### src/rtl/i2c_mts_pkg.sv
// ----------------------------------------------------------------------------
// i2c_mts_pkg
// Shared types and constants of the I2C master transfer sequencer: command
// codes, register indexes, event and error bit positions, header bytes.
// ----------------------------------------------------------------------------
package i2c_mts_pkg;

    // request command codes
    typedef enum logic [1:0] {
        CMD_START  = 2'd0,
        CMD_EVENT  = 2'd1,
        CMD_ERROR  = 2'd2,
        CMD_UNUSED = 2'd3
    } cmd_t;

    // configuration register indexes
    localparam int unsigned CFG_INDEX_W = 3;
    localparam int unsigned CFG_DATA_W  = 16;
    localparam logic [CFG_INDEX_W-1:0] CFG_READ_DIRECTION  = 3'd0;
    localparam logic [CFG_INDEX_W-1:0] CFG_TEN_BIT_MODE    = 3'd1;
    localparam logic [CFG_INDEX_W-1:0] CFG_SLAVE_ADDRESS   = 3'd2;
    localparam logic [CFG_INDEX_W-1:0] CFG_DMA_MODE        = 3'd3;
    localparam logic [CFG_INDEX_W-1:0] CFG_TRANSFER_LENGTH = 3'd4;

    // field widths
    localparam int unsigned ADDR_W   = 10;
    localparam int unsigned COUNT_W  = 16;
    localparam int unsigned EVENTS_W = 6;
    localparam int unsigned ERRORS_W = 6;

    // event bit positions
    localparam int unsigned EV_ADDR    = 0;
    localparam int unsigned EV_TX      = 1;
    localparam int unsigned EV_RX      = 2;
    localparam int unsigned EV_IDLE    = 3;
    localparam int unsigned EV_IO_ERR  = 4;
    localparam int unsigned EV_INVALID = 5;

    // error bit positions; the bits below the ack failure are all i/o errors
    localparam int unsigned ERR_ACK_FAIL = 5;

    // 10-bit header bytes for write and read
    localparam logic [7:0] HDR_WRITE = 8'hF0;
    localparam logic [7:0] HDR_READ  = 8'hF1;

    // one result
    typedef struct packed {
        logic                write_data_reg;
        logic [7:0]          data_value;
        logic                store_rx;
        logic                took_tx;
        logic                request_stop;
        logic                drop_ack;
        logic                buffer_irq_on;
        logic [EVENTS_W-1:0] events;
        logic                handled;
    } result_t;

endpackage

### src/rtl/i2c_master_transfer_sequencer.sv
// ----------------------------------------------------------------------------
// i2c_master_transfer_sequencer
// Decodes I2C peripheral status and error flags into data register writes,
// stop and acknowledge control and transfer events for a master transfer.
// ----------------------------------------------------------------------------
// Usage:
//   s_* channel (valid/ready) carries one request: start, event or error,
//   with the peripheral flags, the received byte and the next byte to send.
//   m_* channel (valid/ready) returns exactly one result per request.
//   cfg_wr_en/cfg_index/cfg_data write the direction, addressing mode,
//   slave address, dma mode and transfer length; write only while idle.
// Timing:
//   a request is captured in the input register when accepted, the flag
//   decode and the remaining-count update run between it and the result
//   register, so each result is registered in the result register.
//   One request per cycle is sustained while m_ready stays high; the
//   remaining counter is the only loop.
// Reset:
//   aresetn low clears the valids, the remaining count and the configuration
//   registers.
// Stall:
//   while m_ready is low the result holds, the input register still takes
//   one more request, then s_ready drops until the result is taken.
// ----------------------------------------------------------------------------
module i2c_master_transfer_sequencer
    import i2c_mts_pkg::*;
(
    input  logic                   aclk,
    input  logic                   aresetn,
    // configuration
    input  logic                   cfg_wr_en,
    input  logic [CFG_INDEX_W-1:0] cfg_index,
    input  logic [CFG_DATA_W-1:0]  cfg_data,
    // request channel
    input  logic                   s_valid,
    output logic                   s_ready,
    input  logic [1:0]             s_cmd,
    input  logic                   s_start_sent,
    input  logic                   s_address_done,
    input  logic                   s_header_done,
    input  logic                   s_byte_finished,
    input  logic                   s_rx_not_empty,
    input  logic                   s_tx_empty,
    input  logic                   s_transmitter_role,
    input  logic [7:0]             s_rx_byte,
    input  logic [7:0]             s_next_tx_byte,
    input  logic [ERRORS_W-1:0]    s_error_bits,
    // result channel
    output logic                   m_valid,
    input  logic                   m_ready,
    output logic                   m_write_data_reg,
    output logic [7:0]             m_data_value,
    output logic                   m_store_rx,
    output logic                   m_took_tx,
    output logic                   m_request_stop,
    output logic                   m_drop_ack,
    output logic                   m_buffer_irq_on,
    output logic [EVENTS_W-1:0]    m_events,
    output logic                   m_handled
);

    // configuration registers
    logic               read_direction_reg;
    logic               ten_bit_mode_reg;
    logic [ADDR_W-1:0]  slave_address_reg;
    logic               dma_mode_reg;
    logic [COUNT_W-1:0] transfer_length_reg;

    // input register
    logic                in_valid_reg;
    cmd_t                in_cmd_reg;
    logic                in_start_sent_reg;
    logic                in_address_done_reg;
    logic                in_header_done_reg;
    logic                in_byte_finished_reg;
    logic                in_rx_not_empty_reg;
    logic                in_tx_empty_reg;
    logic                in_transmitter_role_reg;
    logic [7:0]          in_next_tx_byte_reg;
    logic [ERRORS_W-1:0] in_error_bits_reg;

    // state and result register
    logic [COUNT_W-1:0] remaining_reg;
    logic [COUNT_W-1:0] remaining_next;
    logic               out_valid_reg;
    result_t            result_reg;
    result_t            result_next;

    logic               advance;
    logic               go;
    logic               rem_zero;
    logic               rem_one;
    logic [COUNT_W-1:0] rem_dec;
    logic [7:0]         hdr_bits;

    // handshake
    assign advance = in_valid_reg && (!out_valid_reg || m_ready);
    assign s_ready = !in_valid_reg || advance;

    // configuration writes
    always_ff @(posedge aclk) begin
        if (!aresetn) begin
            read_direction_reg  <= 1'b0;
            ten_bit_mode_reg    <= 1'b0;
            slave_address_reg   <= '0;
            dma_mode_reg        <= 1'b0;
            transfer_length_reg <= '0;
        end else if (cfg_wr_en) begin
            unique case (cfg_index)
                CFG_READ_DIRECTION:  read_direction_reg  <= cfg_data[0];
                CFG_TEN_BIT_MODE:    ten_bit_mode_reg    <= cfg_data[0];
                CFG_SLAVE_ADDRESS:   slave_address_reg   <= cfg_data[ADDR_W-1:0];
                CFG_DMA_MODE:        dma_mode_reg        <= cfg_data[0];
                CFG_TRANSFER_LENGTH: transfer_length_reg <= cfg_data[COUNT_W-1:0];
                default: ;
            endcase
        end
    end

    // input register control
    always_ff @(posedge aclk) begin
        if (!aresetn) begin
            in_valid_reg <= 1'b0;
        end else if (s_ready) begin
            in_valid_reg <= s_valid;
        end
    end

    // input register payload
    always_ff @(posedge aclk) begin
        if (s_valid && s_ready) begin
            in_cmd_reg              <= cmd_t'(s_cmd);
            in_start_sent_reg       <= s_start_sent;
            in_address_done_reg     <= s_address_done;
            in_header_done_reg      <= s_header_done;
            in_byte_finished_reg    <= s_byte_finished;
            in_rx_not_empty_reg     <= s_rx_not_empty;
            in_tx_empty_reg         <= s_tx_empty;
            in_transmitter_role_reg <= s_transmitter_role;
            in_next_tx_byte_reg     <= s_next_tx_byte;
            in_error_bits_reg       <= s_error_bits;
        end
    end

    // count helpers and 10-bit header address bits
    assign rem_zero = (remaining_reg == '0);
    assign rem_one  = (remaining_reg == COUNT_W'(1));
    assign rem_dec  = remaining_reg - COUNT_W'(1);
    assign hdr_bits = {5'd0, slave_address_reg[ADDR_W-1:ADDR_W-2], 1'b0};

    // flag decode, in the order the interrupt handler examines them
    always_comb begin
        result_next    = '0;
        remaining_next = remaining_reg;
        go             = 1'b1;
        unique case (in_cmd_reg)
            CMD_START: begin
                remaining_next = transfer_length_reg;
            end
            CMD_EVENT: begin
                if (read_direction_reg) begin
                    // master receive
                    if (in_start_sent_reg) begin
                        result_next.write_data_reg = 1'b1;
                        result_next.data_value = ten_bit_mode_reg ?
                            (HDR_READ | hdr_bits) : {slave_address_reg[7:1], 1'b1};
                    end
                    if (in_address_done_reg) begin
                        if (in_transmitter_role_reg) begin
                            result_next.events[EV_IO_ERR] = 1'b1;
                            go = 1'b0;
                        end else begin
                            if (rem_one) result_next.drop_ack = 1'b1;
                            if (!dma_mode_reg) begin
                                result_next.buffer_irq_on = 1'b1;
                            end else begin
                                result_next.events[EV_ADDR] = 1'b1;
                                result_next.handled = 1'b1;
                                go = 1'b0;
                            end
                        end
                    end
                    if (go && in_rx_not_empty_reg) begin
                        if (!rem_zero) begin
                            remaining_next       = rem_dec;
                            result_next.store_rx = 1'b1;
                            if (rem_one) begin
                                result_next.drop_ack        = 1'b1;
                                result_next.events[EV_RX]   = 1'b1;
                                result_next.events[EV_IDLE] = 1'b1;
                            end
                        end
                        if (rem_zero || rem_one) result_next.request_stop = 1'b1;
                        result_next.handled = 1'b1;
                        go = 1'b0;
                    end
                    if (go && in_byte_finished_reg) begin
                        if (!rem_zero) begin
                            result_next.store_rx = 1'b1;
                        end else begin
                            result_next.events[EV_RX] = 1'b1;
                            result_next.handled = 1'b1;
                            go = 1'b0;
                        end
                    end
                    if (go && in_tx_empty_reg) begin
                        result_next.events[EV_INVALID] = 1'b1;
                        result_next.handled = 1'b1;
                        go = 1'b0;
                    end
                    if (go && in_header_done_reg) begin
                        result_next.write_data_reg = 1'b1;
                        result_next.data_value     = slave_address_reg[7:0];
                    end
                end else begin
                    // master transmit
                    if (in_start_sent_reg) begin
                        result_next.write_data_reg = 1'b1;
                        result_next.data_value = ten_bit_mode_reg ?
                            (HDR_WRITE | hdr_bits) : {slave_address_reg[7:1], 1'b0};
                    end
                    if (in_rx_not_empty_reg) begin
                        result_next.events[EV_INVALID] = 1'b1;
                        result_next.handled = 1'b1;
                        go = 1'b0;
                    end
                    if (go && in_address_done_reg) begin
                        if (!in_transmitter_role_reg) begin
                            result_next.events[EV_IO_ERR] = 1'b1;
                            go = 1'b0;
                        end else if (!dma_mode_reg) begin
                            result_next.buffer_irq_on = 1'b1;
                        end else begin
                            result_next.events[EV_ADDR] = 1'b1;
                            result_next.handled = 1'b1;
                            go = 1'b0;
                        end
                    end
                    if (go && in_byte_finished_reg &&
                        ((in_tx_empty_reg && rem_zero) || dma_mode_reg)) begin
                        result_next.request_stop    = 1'b1;
                        result_next.events[EV_IDLE] = 1'b1;
                        result_next.handled = 1'b1;
                        go = 1'b0;
                    end
                    if (go && in_tx_empty_reg) begin
                        if (!rem_zero) begin
                            remaining_next = rem_dec;
                            result_next.write_data_reg = 1'b1;
                            result_next.data_value     = in_next_tx_byte_reg;
                            result_next.took_tx        = 1'b1;
                        end else begin
                            result_next.events[EV_TX] = 1'b1;
                            result_next.handled = 1'b1;
                            go = 1'b0;
                        end
                    end
                    if (go && in_header_done_reg) begin
                        result_next.write_data_reg = 1'b1;
                        result_next.data_value     = slave_address_reg[7:0];
                    end
                end
            end
            CMD_ERROR: begin
                if (|in_error_bits_reg[ERR_ACK_FAIL-1:0]) begin
                    result_next.events[EV_IO_ERR] = 1'b1;
                    result_next.handled = 1'b1;
                end else if (in_error_bits_reg[ERR_ACK_FAIL]) begin
                    result_next.request_stop    = 1'b1;
                    result_next.events[EV_IDLE] = 1'b1;
                    result_next.handled = 1'b1;
                end
            end
            CMD_UNUSED: ;
        endcase
    end

    // remaining count and result valid
    always_ff @(posedge aclk) begin
        if (!aresetn) begin
            remaining_reg <= '0;
            out_valid_reg <= 1'b0;
        end else begin
            if (advance) remaining_reg <= remaining_next;
            if (advance) begin
                out_valid_reg <= 1'b1;
            end else if (m_ready) begin
                out_valid_reg <= 1'b0;
            end
        end
    end

    // result payload
    always_ff @(posedge aclk) begin
        if (advance) result_reg <= result_next;
    end

    assign m_valid          = out_valid_reg;
    assign m_write_data_reg = result_reg.write_data_reg;
    assign m_data_value     = result_reg.data_value;
    assign m_store_rx       = result_reg.store_rx;
    assign m_took_tx        = result_reg.took_tx;
    assign m_request_stop   = result_reg.request_stop;
    assign m_drop_ack       = result_reg.drop_ack;
    assign m_buffer_irq_on  = result_reg.buffer_irq_on;
    assign m_events         = result_reg.events;
    assign m_handled        = result_reg.handled;

endmodule

### config.mk
export PLATFORM = sky130hd
export DESIGN_NAME = i2c_master_transfer_sequencer
export DESIGN_NICKNAME = d
export VERILOG_FILES = /design/src/rtl/i2c_mts_pkg.sv /design/src/rtl/i2c_master_transfer_sequencer.sv
export SDC_FILE = /design/constraint.sdc
export NUM_CORES = 1
export LEC_CHECK = 0
export ABC_AREA = 0
export BUFFER_PORTS_ARGS = -buffer_cell sky130_fd_sc_hd__buf_4
export CAP_MARGIN = 20
export CORE_MARGIN = 4
export CORE_UTILIZATION = 25
export CTS_BUF_LIST = sky130_fd_sc_hd__clkbuf_8
export CTS_CLUSTER_DIAMETER = 40
export CTS_CLUSTER_SIZE = 25
export DETAILED_ROUTE_END_ITERATION = 7
export HOLD_SLACK_MARGIN = 0.08
export RECOVER_POWER = 100
export SYNTH_ARGS = -nofsm -noshare
export SYNTH_HDL_FRONTEND = slang
export SYNTH_SLANG_ARGS = --single-unit
### constraint.sdc
create_clock -name aclk -period 2.4 [get_ports aclk]
set_input_delay 0.12 -clock aclk [delete_from_list [all_inputs] [get_ports aclk]]
set_output_delay 0.12 -clock aclk [all_outputs]
set_load 0.01 [all_outputs]
==> metrics.md, run 1 <==
| Metric | Value |
|---|---|
| Antenna Nets Post-Route | `0` |
| Net count, final | `647` |
| Yosys reg bits | `91` |
| Detailed Route Iter0 Violations | `225` |
| Critical R2R Capture | `m_data_value[5]` |
| Hold path start | `aresetn` |
| Main synth FF type | `dfxtp_1` |
| Crit share post-route | `0.9421` |
| Starting density of the core | `0.2578` |
| Slew @ Worst Pin | `1093 ps` |
| Initial antenna violation count | `0` |
| RSZ-0062 raised after global routing | `false` |
| Core Rows | `48` |
| Most frequent cells in the layout | `80 x nand2_1, 69 x a21oi_1, 47 x dfxtp_1` |
| CP Class | `reg -> reg` |
| R2R depth | `8` |
| Area of the multi-input gates | `2032 sq um` |
| Ports | `78` |
| Reg area | `2262 sq um` |
| Max-slew violation count | `0` |
| Finished Layout Cells | `817` |
| Power per cell area | `591.6 nW/um^2` |
| Reg clk slew, reported paths | `90 ps` |
| Largest net degree at the start of global routing | `27` |
| Post-synthesis sequential area ratio | `0.5021` |
| Avg Cell Area, Syn | `9.387 sq um` |
| Leak | `2.071 nW` |
| Min Tclk post-route | `2261 ps` |
| Share of cells above drive strength 1 | `0.1523` |
| Vias | `3952` |
| Total Die Area | `20230 sq um` |
| Number of port buffers | `69` |
| Clk root buf | `clkbuf_8` |
| Min-delay worst type | `in -> reg` |
| CP max-delay cell | `a311o_1` |
| Placed cells | `758` |
| Arr. time, crit path | `2390 ps` |
| Endpoint, Worst Hold | `remaining_reg[0]` |
| Clk buf depth | `2` |
| R2R Setup Slk | `140 ps` |
| FFs w/ async S/R, synth | `0` |
| HPWL after DPL | `8.668 mm` |
| Die Wd | `142.2 um` |
| Core ar. | `17480 sq um` |
| Clock skew | `16.03 ps` |
| # clock sinks | `91` |
| DR WL/cell | `14.77 um` |
| Worst hold path depth | `2` |
| GP Congestion | `0.8949` |
| Tot Pwr | `3.412 mW` |
| Cts bufs inserted | `9` |
| Yosys warns | `0` |
| Setup TNS | `0 ps` |
| Slew HR | `0.2715` |
| Drt pass-1 iters | `5` |
| Commonest non-fill, non-tap cell in the layout | `nand2_1` |
| Fillers | `1795` |
| First-pass GRT wire length | `19.75 mm` |
| Worst path required time | `2530 ps` |
| Post-Syn Nets | `541` |
| Area growth syn-to-layout | `27.99%` |
| CP cell instances | `inv_1 -> ha_1 -> nor4b_4 -> and2_4 -> a311o_1 -> a21oi_1 -> a2bb2oi_1 -> o21ai_0` |
| DRC | `0` |
| Worst Path Buf+Inv | `1` |
| Synthesized instance count | `480` |
| Routed wire length | `12.07 mm` |
| Worst IR Drop VDD | `0.0002848 V` |
| Worst setup SP type | `flip-flop` |
| Max_cap viols | `0` |
| Via density | `4.837` |
| Syn Std Cell Area | `4506 sq um` |
| FMAX | `0.4423 GHz` |
| Synth cell types | `59` |
| Global route overflow | `0` |
| CP Max Fanout | `8` |
| Vias in the first global route | `3907` |
| CP endpoint kind | `flip-flop` |
| # setup viols final | `0` |
| Worst path max stage delay | `480 ps` |
| EDFF count, synth | `44` |
| Crit path max-delay family | `compound AO/OA/AOI/OAI gates` |
| CTS H-tree depth | `3` |
| Outcome | `finished clean` |
| CTS tree | `yes` |
| Die Y | `142.2 um` |
| Reg2reg start | `remaining_reg[0]` |
| Worst-skew pair later-pin latency | `380 ps` |
| Hold Fails Final Rpt | `0` |
| Gr usage total | `0.1215` |
## metal layers
layer	GRT usage	routed length (um)	part of all wire	vias to the layer above
met1	0.1613	5387	0.45	1867
met4	0.04697	259	0.021	0
met3	0.02890	635	0.053	20
met5	0	0	0	-
met2	0.1918	5787	0.48	109
li1	-	-	-	1956
## report_power, final
group	internal, mW	switching, mW
Sequential	1.69	0.0416
Clock	0.602	0.597
Combinational	0.216	0.269
## kinds of logic after synthesis
kind of cell | count (synthesis) | share of synthesized area
AOI/OAI and AO/OA | 145 | 0.2097
xor gates and xnor gates | 1 | 0.001944
adders and majority gates | 6 | 0.01666
buffers and inverters | 40 | 0.04276
DFF | 91 | 0.5021
muxes | 7 | 0.01611
and+or+nand+nor | 190 | 0.2108
## worst register-to-register path: cells and delay by family, from the launching register on
family          cells  cell delay [ps]
compound gates      4             1000
fa+ha+maj           1              210
buf+inv             1              110
flops               1              390
simple gates        2              310
## synth_stat cells, drive strengths merged, types with 3 or more instances
| library cell | count | area, sq um |
|---|---|---|
| nand2 | 82 | 317.8 |
| a21oi | 69 | 345.3 |
| dfxtp | 47 | 940.9 |
| edfxtp | 44 | 1321 |
| nor2 | 33 | 123.9 |
| o21ai | 25 | 151.4 |
| clkbuf | 19 | 71.32 |
| nand3 | 17 | 85.08 |
| inv | 13 | 48.80 |
| nor3 | 13 | 70.07 |
| o211ai | 11 | 82.58 |
| nor2b | 9 | 56.30 |
| and3 | 8 | 50.05 |
| buf | 8 | 72.56 |
| and2 | 7 | 51.30 |
| ha | 6 | 75.07 |
| nand2b | 6 | 37.54 |
| a31oi | 5 | 31.28 |
| mux2i | 5 | 50.05 |
| o22ai | 5 | 50.05 |
| a2bb2oi | 4 | 35.03 |
| o21a | 4 | 30.03 |
| nand4 | 3 | 25.02 |
| nor4 | 3 | 48.80 |
## stage by stage
| stage | setup slack [ps] | cell area [sq um] | hold slack, ps | utilization |
|---|---|---|---|---|
| after floorplan | 370.3 | 4508 | 218.9 | - |
| after global placement | 256.6 | 5246 | 299.6 | 0.3002 |
| after detailed placement | 193.3 | 5246 | 299.5 | 0.3002 |
| after CTS | 140.7 | 5889 | 84.35 | 0.3370 |
| after global routing | 30.28 | 5764 | 92.39 | 0.3298 |
| final | 139.1 | 5767 | 104.3 | 0.3300 |
## timing repair
action	4_1_cts	5_1_grt
buffers inserted	0	0
hold buffers	41	0
endpoints found under the setup margin	0	1
endpoints found under the hold margin	54	0
gates resized for setup	0	1
## cell type report
type                    instances  area share
inverters                      13    0.008462
diodes                          1   0.0004339
clock inverters                 7     0.01888
repair buffers                122      0.1573
well taps                     225     0.04882
clock buffers                   9     0.02148
multi-input cells             349      0.3524
flip-flops and latches         91      0.3923
## worst max path at each step
| stage | to | depth (start not counted) | slack (ps) | from |
|---|---|---|---|---|
| after global placement | m_data_value[1] | 8 | 260 | remaining_reg[0] |
| after floorplan | remaining_reg[11] | 7 | 370 | m_valid |
| after global routing | in_next_tx_byte_reg[3] | 4 | 30 | m_valid |
| final | m_data_value[5] | 8 | 140 | remaining_reg[0] |
| after CTS | m_data_value[5] | 8 | 140 | remaining_reg[0] |
| after detailed placement | m_data_value[1] | 8 | 190 | remaining_reg[0] |
(Power assumes the default switching activity.)
==> run 2: changes to the inputs <==
==> constraint.sdc (replaced) <==
create_clock -name aclk -period 2.4 [get_ports aclk]
set_input_delay 0.36 -clock aclk [delete_from_list [all_inputs] [get_ports aclk]]
set_output_delay 0.36 -clock aclk [all_outputs]
set_load 0.01 [all_outputs]
==> run 2 against run 1 <==
Effect of this change: die area is the same; first-iteration DRC count shrank 0.44%; register-to-register slack is essentially flat; core utilization shrank 2.5 points; routed wire length shrank 3.4%; non-clock buffer count shrank 40; combinational power shrank 9.7%; highest routed layer unchanged.
==> metrics.md, run 2 (synthesized netlist as in run 1, its figures left out) <==
| Metric | Value |
|---|---|
| Post-route cell area | `5338 sq um` |
| Dpl cell area | `5254 sq um` |
| Hold Fails Final Rpt | `0` |
| CTS tree | `yes` |
| Number of port buffers | `69` |
| Core Rows | `48` |
| RSZ-0062 raised after global routing | `false` |
| Total Die Area | `20230 sq um` |
| Via density | `4.947` |
| Slew @ Worst Pin | `1226 ps` |
| CP max-delay cell | `edfxtp_1` |
| Clock skew | `14.75 ps` |
| CP cell instances | `nor2b_1 -> o22ai_1 -> and4_2 -> nand2b_1 -> a21oi_1 -> a211o_1` |
| CP Max Fanout | `9` |
| Clk buf depth | `2` |
| Min-delay worst type | `in -> reg` |
| Die Y | `142.2 um` |
| Drt pass-1 iters | `5` |
| Hold-fix buffers, CTS | `0` |
| Area growth syn-to-layout | `18.47%` |
| DRC | `0` |
| Initial antenna violation count | `0` |
| Crit path max-delay family | `simple AND/OR/NAND/NOR gates` |
| Worst Slack Setup Final | `126.2 ps` |
| # setup viols final | `0` |
| Reg clk slew, reported paths | `100 ps` |
| Min Tclk post-route | `2274 ps` |
| Share of cells above drive strength 1 | `0.1742` |
| First-pass GRT wire length | `18.62 mm` |
| Worst-skew pair later-pin latency | `380 ps` |
| FMAX | `0.4398 GHz` |
| Worst Path Buf+Inv | `0` |
| Power per cell area | `595.9 nW/um^2` |
| GP Congestion | `0.9060` |
| Routed wire length | `11.66 mm` |
| Most frequent cells in the layout | `80 x nand2_1, 69 x a21oi_1, 47 x dfxtp_1` |
| Vias in the first global route | `3739` |
| Detailed Route Iter0 Violations | `224` |
| Placed cells | `759` |
| Cts bufs inserted | `9` |
| Slew HR | `0.1826` |
| Starting density of the core | `0.2578` |
| Crit share post-route | `0.9474` |
| Worst path max stage delay | `530 ps` |
| Commonest non-fill, non-tap cell in the layout | `nand2_1` |
| Global route overflow | `0` |
| Clk root buf | `clkbuf_8` |
| Leak | `1.900 nW` |
| HPWL after DPL | `8.732 mm` |
| Arr. time, crit path | `2410 ps` |
| Fillers | `1844` |
| DP Worst Slack | `188.7 ps` |
| N_diodes | `0` |
| Setup TNS | `0 ps` |
| DR WL/cell | `15.02 um` |
| Die Wd | `142.2 um` |
| Worst IR Drop VDD | `0.0003143 V` |
| Worst path required time | `2530 ps` |
| Final core utilization | `0.3054` |
| Vias | `3839` |
| Gr usage total | `0.1144` |
| Antenna Nets Post-Route | `0` |
| Max_cap viols | `0` |
| # clock sinks | `91` |
| CTS H-tree depth | `3` |
| Largest net degree at the start of global routing | `27` |
| WHS | `172.2 ps` |
| Core ar. | `17480 sq um` |
| Net count, final | `607` |
| CP endpoint kind | `flip-flop` |
| Ports | `78` |
| Worst setup SP type | `flip-flop` |
| Finished Layout Cells | `776` |
| CP Class | `reg -> reg` |
| Tot Pwr | `3.181 mW` |
| Outcome | `finished clean` |
| Max-slew violation count | `0` |
[run 2: path summary, 6_finish.rpt]
| path | start | end | slack, ps | cells after the start |
|---|---|---|---|---|
| max | in_address_done_reg | m_data_value[1] | 130 | 6 |
| min | s_error_bits[5] | in_error_bits_reg[5] | 170 | 1 |
| max reg2reg | in_address_done_reg | m_data_value[1] | 130 | 6 |
| min reg2reg | transfer_length_reg[11] | transfer_length_reg[11] | 460 | 2 |
[run 2: area by class of cell]
cell class | instances | area [sq um] | area share
clock inverter | 7 | 65.06 | 0.01219
clock buffer | 9 | 123.9 | 0.02321
timing repair buffer | 82 | 508.0 | 0.09517
sequential | 91 | 2262 | 0.4238
multi-input combinational | 349 | 2048 | 0.3837
inverter | 13 | 48.80 | 0.009142
tap | 225 | 281.5 | 0.05274
[run 2: power breakdown]
part | switching (mW) | internal (mW)
registers | 0.0411 | 1.69
logic | 0.263 | 0.176
clock network | 0.613 | 0.402
total | 0.916 | 2.26
[run 2: repair_timing]
item,4_1_cts,5_1_grt
gates resized for setup,0,1
endpoints found under the setup margin,0,1
setup buffers,0,0
[run 2: metal layers]
metal  wire, um  track usage  up-vias
met1       5161       0.1483     1829
li1           -            -     1873
met5          0            0        -
met2       5494       0.1809      115
met4        283      0.04798        0
met3        718      0.03024       22
